--- src/rtl/bb3_pkg.sv ---
package bb3_pkg;

  localparam int MAX_WIDTH_DEF  = 1024;
  localparam int MAX_HEIGHT_DEF = 1024;
  localparam int CFG_W          = 11;

  localparam logic CFG_IDX_WIDTH  = 1'b0;
  localparam logic CFG_IDX_HEIGHT = 1'b1;

  localparam logic ACT_PIXEL = 1'b0;
  localparam logic ACT_DRAIN = 1'b1;

  typedef struct packed {
    logic       action;
    logic [7:0] red_in;
    logic [7:0] green_in;
    logic [7:0] blue_in;
  } in_word_t;

  typedef struct packed {
    logic [7:0] red_out;
    logic [7:0] green_out;
    logic [7:0] blue_out;
    logic       frame_done;
  } out_word_t;

  typedef enum logic [1:0] {
    ST_IDLE,
    ST_SHIFT,
    ST_DIV,
    ST_OUT
  } state_t;

  typedef struct packed {
    logic shift;
    logic div_start;
    logic restart;
  } dp_cmd_t;

  typedef struct packed {
    logic take;
    logic emit;
    logic div_busy;
  } dp_stat_t;

  // Row and column masks of the neighbourhood give a count of 1, 2, 3, 4, 6 or 9.
  function automatic logic [3:0] nb_count(input logic [1:0] nr, input logic [1:0] nc);
    logic [3:0] p;
    p = 4'(nr) * 4'(nc);
    return p;
  endfunction

endpackage

--- src/rtl/bb3_ctrl.sv ---
module bb3_ctrl (
  input  logic              clk,
  input  logic              rst_n,
  input  logic              in_valid,
  output logic              in_stall,
  output logic              out_valid,
  input  logic              out_stall,
  input  bb3_pkg::dp_stat_t stat,
  input  logic              done,
  output bb3_pkg::dp_cmd_t  cmd
);

  bb3_pkg::state_t state_r, state_nxt;
  logic            first_r, first_nxt;

  always_ff @(posedge clk) begin
    if (!rst_n) begin
      state_r <= bb3_pkg::ST_IDLE;
      first_r <= 1'b0;
    end else begin
      state_r <= state_nxt;
      first_r <= first_nxt;
    end
  end

  always_comb begin
    state_nxt = state_r;
    first_nxt = first_r;
    cmd       = '0;
    in_stall  = 1'b1;
    out_valid = 1'b0;
    case (state_r)
      bb3_pkg::ST_IDLE: begin
        in_stall = 1'b0;
        // Ignored words are taken and dropped.
        if (in_valid && stat.take) state_nxt = bb3_pkg::ST_SHIFT;
      end
      bb3_pkg::ST_SHIFT: begin
        cmd.shift = 1'b1;
        state_nxt = bb3_pkg::ST_DIV;
        first_nxt = 1'b1;
      end
      bb3_pkg::ST_DIV: begin
        if (!stat.emit) begin
          state_nxt = bb3_pkg::ST_IDLE;
        end else if (first_r) begin
          cmd.div_start = 1'b1;
          first_nxt     = 1'b0;
        end else if (!stat.div_busy) begin
          state_nxt = bb3_pkg::ST_OUT;
        end
      end
      bb3_pkg::ST_OUT: begin
        out_valid = 1'b1;
        if (!out_stall) begin
          cmd.restart = done;
          state_nxt   = bb3_pkg::ST_IDLE;
        end
      end
      default: state_nxt = bb3_pkg::ST_IDLE;
    endcase
  end

endmodule

--- config.mk ---
export PLATFORM = sky130hd
export DESIGN_NAME = bb3_ctrl
export DESIGN_NICKNAME = d
export VERILOG_FILES = /design/src/rtl/bb3_pkg.sv /design/src/rtl/bb3_ctrl.sv
export SDC_FILE = /design/constraint.sdc
export NUM_CORES = 1
export LEC_CHECK = 0
export BUFFER_PORTS_ARGS = -buffer_cell sky130_fd_sc_hd__buf_2
export CAP_MARGIN = 20
export CORE_AREA = 3 3 40 42
export DETAILED_ROUTE_END_ITERATION = 8
export DIE_AREA = 0 0 43 45
export HOLD_SLACK_MARGIN = 0.15
export PLACE_DENSITY = 0.3
export SKIP_LAST_GASP = 1
export SLEW_MARGIN = 25
export SYNTH_ARGS = -nofsm -noshare
export SYNTH_HDL_FRONTEND = slang
export SYNTH_SLANG_ARGS = --single-unit
export TNS_END_PERCENT = 5
--- constraint.sdc ---
create_clock -name clk -period 3.2 [get_ports clk]
set_clock_uncertainty 0.15 [all_clocks]
set_input_delay 0.16 -clock clk [delete_from_list [all_inputs] [get_ports clk]]
set_output_delay 0.16 -clock clk [all_outputs]
set_load 0.01 [all_outputs]
**Word level (Yosys, flattened, before mapping)**

Cells that the tools add are included.

- Bits in registers: 3
- Output and inout bits: 5
- Input port bits: 8

- Multiplexer cells: 16
- Reduce and logical (&&, ||, !) cells: 5
- Equal/unequal tests: 8

Operators with widths:

| kind | number |
|---|---|
| two-way mux 2 bit | 5 |
| two-way mux 1 bit | 9 |
| one-hot mux 2 bit (4 select lines) | 1 |
| != test 2 bit, second input constant | 3 |
| != test 3 bit, second input constant | 2 |
| equality test 2 bit, second input constant | 2 |
| AND reduction 4 bit | 1 |
| equality test 2 x 1 -> 1 bit, second input constant | 1 |
| zero test 2 bit | 1 |
| one-hot mux 1 bit (2 select lines) | 1 |
| AND reduction 2 bit | 1 |
| nonzero test 2 bit | 1 |
| logical AND 1 bit | 1 |

**Longest topological paths before layout**

Gate-level depths: netlist (run 1).

- Depth after elaboration: 4
- Gate-level depth with buffers: 3
- Mapped depth without buffers: 3

**Least setup slack after synthesis (run 1)**

Ideal clock, no wire load.

- Path kind: reg-to-reg
- From: register state_r[0]
- To: register state_r[0]
- Library setup time: 0.115 ns
- Period minus slack after synthesis: 1.069 ns
- Path buffers: 0
- Data arrival time: 0.805 ns
- Stages on the path, launching flop included: 4
- Setup slack: 2.131 ns
- Data required time: 2.935 ns
- Cells stage by stage: dfxtp_1 and2_2 o2bb2ai_2 o21a_1

- Longest elaborated chain between the ends: 3
- Elaborated cells on any way between the ends: 10
- Classes of those cells: 7 x eq/ne; 1 x mux; 2 x reduce/logical

Ends and longest elaborated chain:

| item | RTL line | source |
|---|---|---|
| start: declaration | bb3_ctrl.sv:13 | `bb3_pkg::state_t state_r, state_nxt;` |
| start signal: assignment | bb3_ctrl.sv:18 | `state_r <= bb3_pkg::ST_IDLE;` |
| start signal: assignment | bb3_ctrl.sv:21 | `state_r <= state_nxt;` |
| equality test 2 bit or zero test 2 bit (tied branches) | bb3_ctrl.sv:32 | `case (state_r)` |
| != test 3 bit (no line) or != test 2 bit (tied branches) | - |  |
| AND reduction 4 bit (no line) | - |  |

Parallel ways exist; a longest one is shown, timed or not.
A chain may end at the register's enable or synchronous reset.

**Worst setup path after layout (run 1)**

Same ends and word-level chain as after synthesis.

==> results of run 1 <==
-- power breakdown --
part           internal [W]  switching, W
clock             0.0000467     0.0000185
combinational     0.0000102    0.00000663
sequential        0.0000396    0.00000163
total             0.0000965     0.0000268
-- stage by stage --
| step | utilization, % | cell area [sq um] | cells |
|---|---|---|---|
| floorplan | - | 166.4 | 18 |
| global placement | 19.08 | 245.2 | 45 |
| detailed placement | 19.08 | 245.2 | 45 |
| CTS | 22.69 | 291.5 | 51 |
| global route | 22.69 | 291.5 | 51 |
| finish | 22.69 | 291.5 | 51 |
-- cell type report --
type	instances	area, sq um
sequential	3	60.06
fill	147	993.5
clock buffer	4	26.28
multi-input combinational	13	98.84
timing repair buffer	14	80.08
tap	15	18.77
inverter	2	7.507
-- cells in the mapped netlist, drive strengths merged --
cell type  n  area [sq um]
o2bb2ai    1         15.01
nor2       1         3.750
o211a      1         10.01
and2       1         7.510
nor3       1         5.000
dfxtp      3         60.06
o21ai      1         5.000
or2        1         8.760
and2b      1         8.760
nand2      1         3.750
nand3b     1         7.510
a21boi     1         7.510
o21a       1         7.510
and3b      1         8.760
inv        2         7.510
-- tightest hold or removal path: cells and delay by family --
kind / cells / cell delay [ps]
AOI/OAI and AO/OA: 2 / 240
buffers and inverters: 1 / 110
-- worst max-delay path by stage --
| stage | cells past startpoint | end | slack [ps] |
|---|---|---|---|
| after floorplan | 3 | state_r[0] | 2130 |
| after global placement | 3 | cmd[0] | 2070 |
| after detailed placement | 3 | cmd[0] | 2050 |
| after CTS | 4 | state_r[0] | 1560 |
| after global routing | 4 | state_r[0] | 1470 |
| final | 4 | state_r[0] | 1560 |
-- sequential cells by signal (all words and copies together), names as in the netlist --
register / cells
first_r: 1
state_r: 2
-- layer usage --
layer / vias to the layer above / share of wire, %
met5: - / 0
met3: 0 / 15
met4: 0 / 0
met1: 77 / 40
li1: 99 / -
met2: 11 / 44
-- cells by family (layout without fill, tap and decap cells) --
family / after synthesis / count (layout) / synth area share, %
AOI/OAI and AO/OA: 5 / 5 / 27.07
buffers and inverters: 2 / 20 / 4.513
and+or+nand+nor: 8 / 8 / 32.33
DFF: 3 / 3 / 36.09
==> summary.txt, run 1 <==
STA
  • Final WS setup: 1562 ps
  • Count of final setup violators: 0
  • Max_slew headroom: 88.70%
  • Fin crit share: 51.19%
  • Worst-Margin Slew: 168.2 ps
  • Pins over their slew limit: 0
  • WHS: 172.7 ps
  • RSZ-0062 raised after global routing: no
  • Fmax achieved: 0.6105 GHz
  • Period minus WS final: 1638 ps
  • Final hold vios: 0
  • Final setup TNS: 0 ps

Floorplanning
  • Core box area: 1285 sq um
  • # rows: 13
  • IO Pins: 13
  • Die W: 43 um
  • Die area: 1935 sq um
  • Height of the chip: 45 um
  • Starting Density: 12.95%

Layout
  • Most common cell after layout, fill and taps aside: buf_2
  • Area grow syn2layout: 75.19%
  • Layout cells sized above 1: 52.78%
  • Commonest cells after routing, fill and taps aside: buf_2, clkbuf_4, dfxtp_1
  • Inserted Diodes: 0
  • Final nets: 45

Clock tree
  • Cts bufs inserted: 3
  • Clock Path Buffers: 2
  • Post-CTS Setup Inserts: 0
  • Hold-fix buffers at CTS: 2
  • Sink Count: 3
  • # H-tree levels: 1
  • Worst-skew pair later-pin latency: 230 ps
  • CTS clk-pin slew, worst paths: 40 ps
  • TritonCTS clock tree: done
  • CTS Root Buffer Type: clkbuf_4
  • Resized Gates After CTS: 0

Synth
  • Synthesized area: 166.4 sq um
  • Synth Instances: 18
  • Register area share after synthesis: 36.09%
  • Seq cells post-synth: 3
  • Mean post-synth cell area: 9.245 sq um
  • Synth warn: 0
  • Distinct cells, synth: 15
  • Synthesized Nets: 26

Critical path
  • Slowest cell on crit path: dlygate4sd3_1
  • Worst reg-to-reg path cell count: 4
  • Setup crit start: state_r[0]
  • Worst R2R Setup Slack: 1560 ps
  • RR Endpoint: state_r[0]
  • Critical path class: register to register
  • Crit path max-delay family: buffers and inverters
  • Max incr delay on CP: 540 ps
  • Number of buffers and inverters on the critical path: 1
  • Worst path cell trace: and2_2 > o2bb2ai_2 > o21a_1 > dlygate4sd3_1
  • Nature of the critical path startpoint: register
  • Setup crit end kind: register
  • CP arrival: 1600 ps
  • Critical path fanouts, max: 5
  • Reg2reg start: state_r[0]
  • Crit path required time: 3160 ps

Placed design
  • DP Wirelength: 393.8 um
  • Pre-CTS setup slack: 2055 ps
  • Buffers on Ports: 12
  • Placer Congestion: 0.7648

Global route
  • Met2 Use GR: 8.084%
  • Antenna violations before repair: 0
  • Gr ovfl total: 0
  • Most crowded layer after global routing: met2
  • Total GRT Usage: 6.073%
  • Largest net degree at the start of global routing: 6
  • Grt met3 use: 2.789%
  • First-pass GRT wire length: 814 um
  • M1 GR Usage: 6.490%
  • Vias in the first global route: 208

Detailed routing
  • Routed wire length per instance: 9.608 um
  • Post-route DRC: 0
  • Initial DRC count: 0
  • First drt pass iteration count: 1
  • Routed WL: 490 um
  • Post-route ant nets: 0
  • Vias per cell: 3.667
  • Via count: 187

Hold path
  • Worst Hold Path Cells: 3
  • Worst hold path class: input pin to register
  • Hold Crit Endpoint: state_r[1]
  • Worst Hold Launch: out_stall

Pwr
  • Power per standard cell area: 422.7 nW/um^2
  • Total power: 0.0001232 W
  • VDD IR max: 0.0001413 V
  • Pleak: 0.1562 nW

Run
  • Maxcap violations: 0

Outcome
  • Status: complete, no violations
Power figures use the tool's default switching activity.
==> inputs of run 2 (changes only) <==
==> constraint.sdc (replaced) <==
create_clock -name clk -period 1.52 [get_ports clk]
set_clock_uncertainty 0.15 [all_clocks]
set_input_delay 0.076 -clock clk [delete_from_list [all_inputs] [get_ports clk]]
set_output_delay 0.076 -clock clk [all_outputs]
set_load 0.01 [all_outputs]
==> run 2 against run 1 <==
  * Via count rose by 7.0%
  * Cell count rose by 7.8%
  * Register-to-register slack got worse by 1100 ps
  * Highest routed layer unchanged
==> summary.txt, run 2 (synthesized netlist as in run 1, its figures left out) <==
Floorplanning
  • IO Pins: 13
  • Die area: 1935 sq um
  • # rows: 13
  • Die W: 43 um
  • Height of the chip: 45 um
  • Core box area: 1285 sq um
  • Starting Density: 12.95%

Layout
  • Commonest cells after routing, fill and taps aside: buf_2, dlygate4sd3_1, clkbuf_4, dfxtp_1, inv_1
  • Final std cells w/o fill: 55
  • Largest Register: state_r
  • Largest regs: state_r (2), first_r (1)
  • Largest register FFs: 2
  • Filler cells: 150
  • Area grow syn2layout: 99.25%
  • Multi-input logic area: 98.84 sq um
  • Reg area: 60.06 sq um
  • Inserted Diodes: 0
  • Final nets: 49
  • Layout cells sized above 1: 47.50%
  • Most common cell after layout, fill and taps aside: buf_2

Critical path
  • RR Endpoint: state_r[0]
  • Reg2reg start: state_r[0]
  • Worst reg-to-reg path cell count: 3
  • Worst R2R Setup Slack: 440 ps
  • Nature of the critical path startpoint: input pin
  • Critical path fanouts, max: 4
  • CP arrival: 1080 ps
  • Setup crit end kind: output port
  • Critical path class: input pin to output port
  • Crit path required time: 1290 ps

Global route
  • Met2 Use GR: 5.988%
  • First-pass GRT wire length: 738 um
  • Grt met3 use: 2.789%
  • Vias in the first global route: 190
  • Most crowded layer after global routing: met1
  • Gr ovfl total: 0
  • M1 GR Usage: 7.194%
  • Antenna violations before repair: 0
  • Largest net degree at the start of global routing: 6
  • Total GRT Usage: 5.486%

Clock tree
  • Worst-skew pair later-pin latency: 230 ps
  • Cts bufs inserted: 3
  • Clock Path Buffers: 2
  • Sink Count: 3
  • Resized Gates After CTS: 0
  • CTS Root Buffer Type: clkbuf_4
  • # H-tree levels: 1
  • TritonCTS clock tree: done

Detailed routing
  • Initial DRC count: 1
  • Post-route DRC: 0
  • Via count: 200
  • Routed wire length per instance: 8.673 um
  • Post-route ant nets: 0
  • First drt pass iteration count: 2
  • Routed WL: 477 um
  • Vias per cell: 3.636

Placed design
  • Buffers on Ports: 12
  • Placer Congestion: 0.7617
  • Post-placement cell count: 45
  • Pre-CTS setup slack: 432.8 ps

STA
  • Pins over their slew limit: 0
  • Final hold vios: 0
  • Max_slew headroom: 89.22%
  • Count of final setup violators: 0
  • Final WS setup: 216.0 ps
  • Fin crit share: 85.79%
  • Final setup TNS: 0 ps
  • RSZ-0062 raised after global routing: no
  • Worst-Margin Slew: 161.2 ps
  • Period minus WS final: 1304 ps
  • WHS: 327.9 ps
  • Fmax achieved: 0.7669 GHz

Outcome
  • Status: complete, no violations

Pwr
  • Pleak: 0.1707 nW
  • Total power: 0.0002707 W
  • Power per standard cell area: 816.5 nW/um^2
  • VDD IR max: 0.0003366 V

Hold path
  • Worst hold path class: input pin to output port
  • Worst Hold Launch: done
  • Hold Crit Endpoint: cmd[0]
  • Worst Hold Path Cells: 3

Run
  • Maxcap violations: 0
-- run 2: worst max-delay path, stage by stage --
cell and delay [ps]:
dlygate4sd3_1 520, buf_2 100, nand3b_1 130, nor2_1 120, buf_2 140
-- run 2: how the worst max path moves through the flow --
stage / from / end / slack, ps / cells after the start
global route: stat[1] / cmd[1] / 130 / 5
detailed placement: state_r[0] / state_r[0] / 430 / 3
finish: stat[1] / cmd[1] / 220 / 5
floorplan: state_r[0] / state_r[0] / 450 / 3
global placement: state_r[0] / state_r[0] / 440 / 3
CTS: stat[1] / cmd[1] / 200 / 5
-- run 2: what timing repair did --
| item | in CTS | in global routing |
|---|---|---|
| endpoints found under the hold margin | 3 | 0 |
| hold buffers | 6 | 0 |
| buffers inserted | 0 | 0 |
-- run 2: power breakdown --
part	internal, W	total, W	switching (W)
registers	0.0000833	0.0000868	0.00000345
clock network	0.0000985	0.000141	0.0000427
logic	0.0000282	0.0000427	0.0000145
-- run 2: final cells by class --
type,instances,area share [%]
Timing Repair Buffer,18,36.23
Multi-Input combinational cell,13,29.81
Sequential cell,3,18.11
Clock buffer,4,7.925
Tap cell,15,5.660
Inverter,2,2.264
-- run 2: routing by layer --
metal,vias up,wire [um]
li1,108,-
met1,81,231
met2,11,185
met3,0,60
met4,0,0
met5,-,0
-- run 2: stage by stage --
stage / util, % / cell area (sq um)
finish: 25.80 / 331.6
global route: 25.80 / 331.6
CTS: 25.80 / 331.6
detailed placement: 19.08 / 245.2
global placement: 19.08 / 245.2
floorplan: - / 166.4
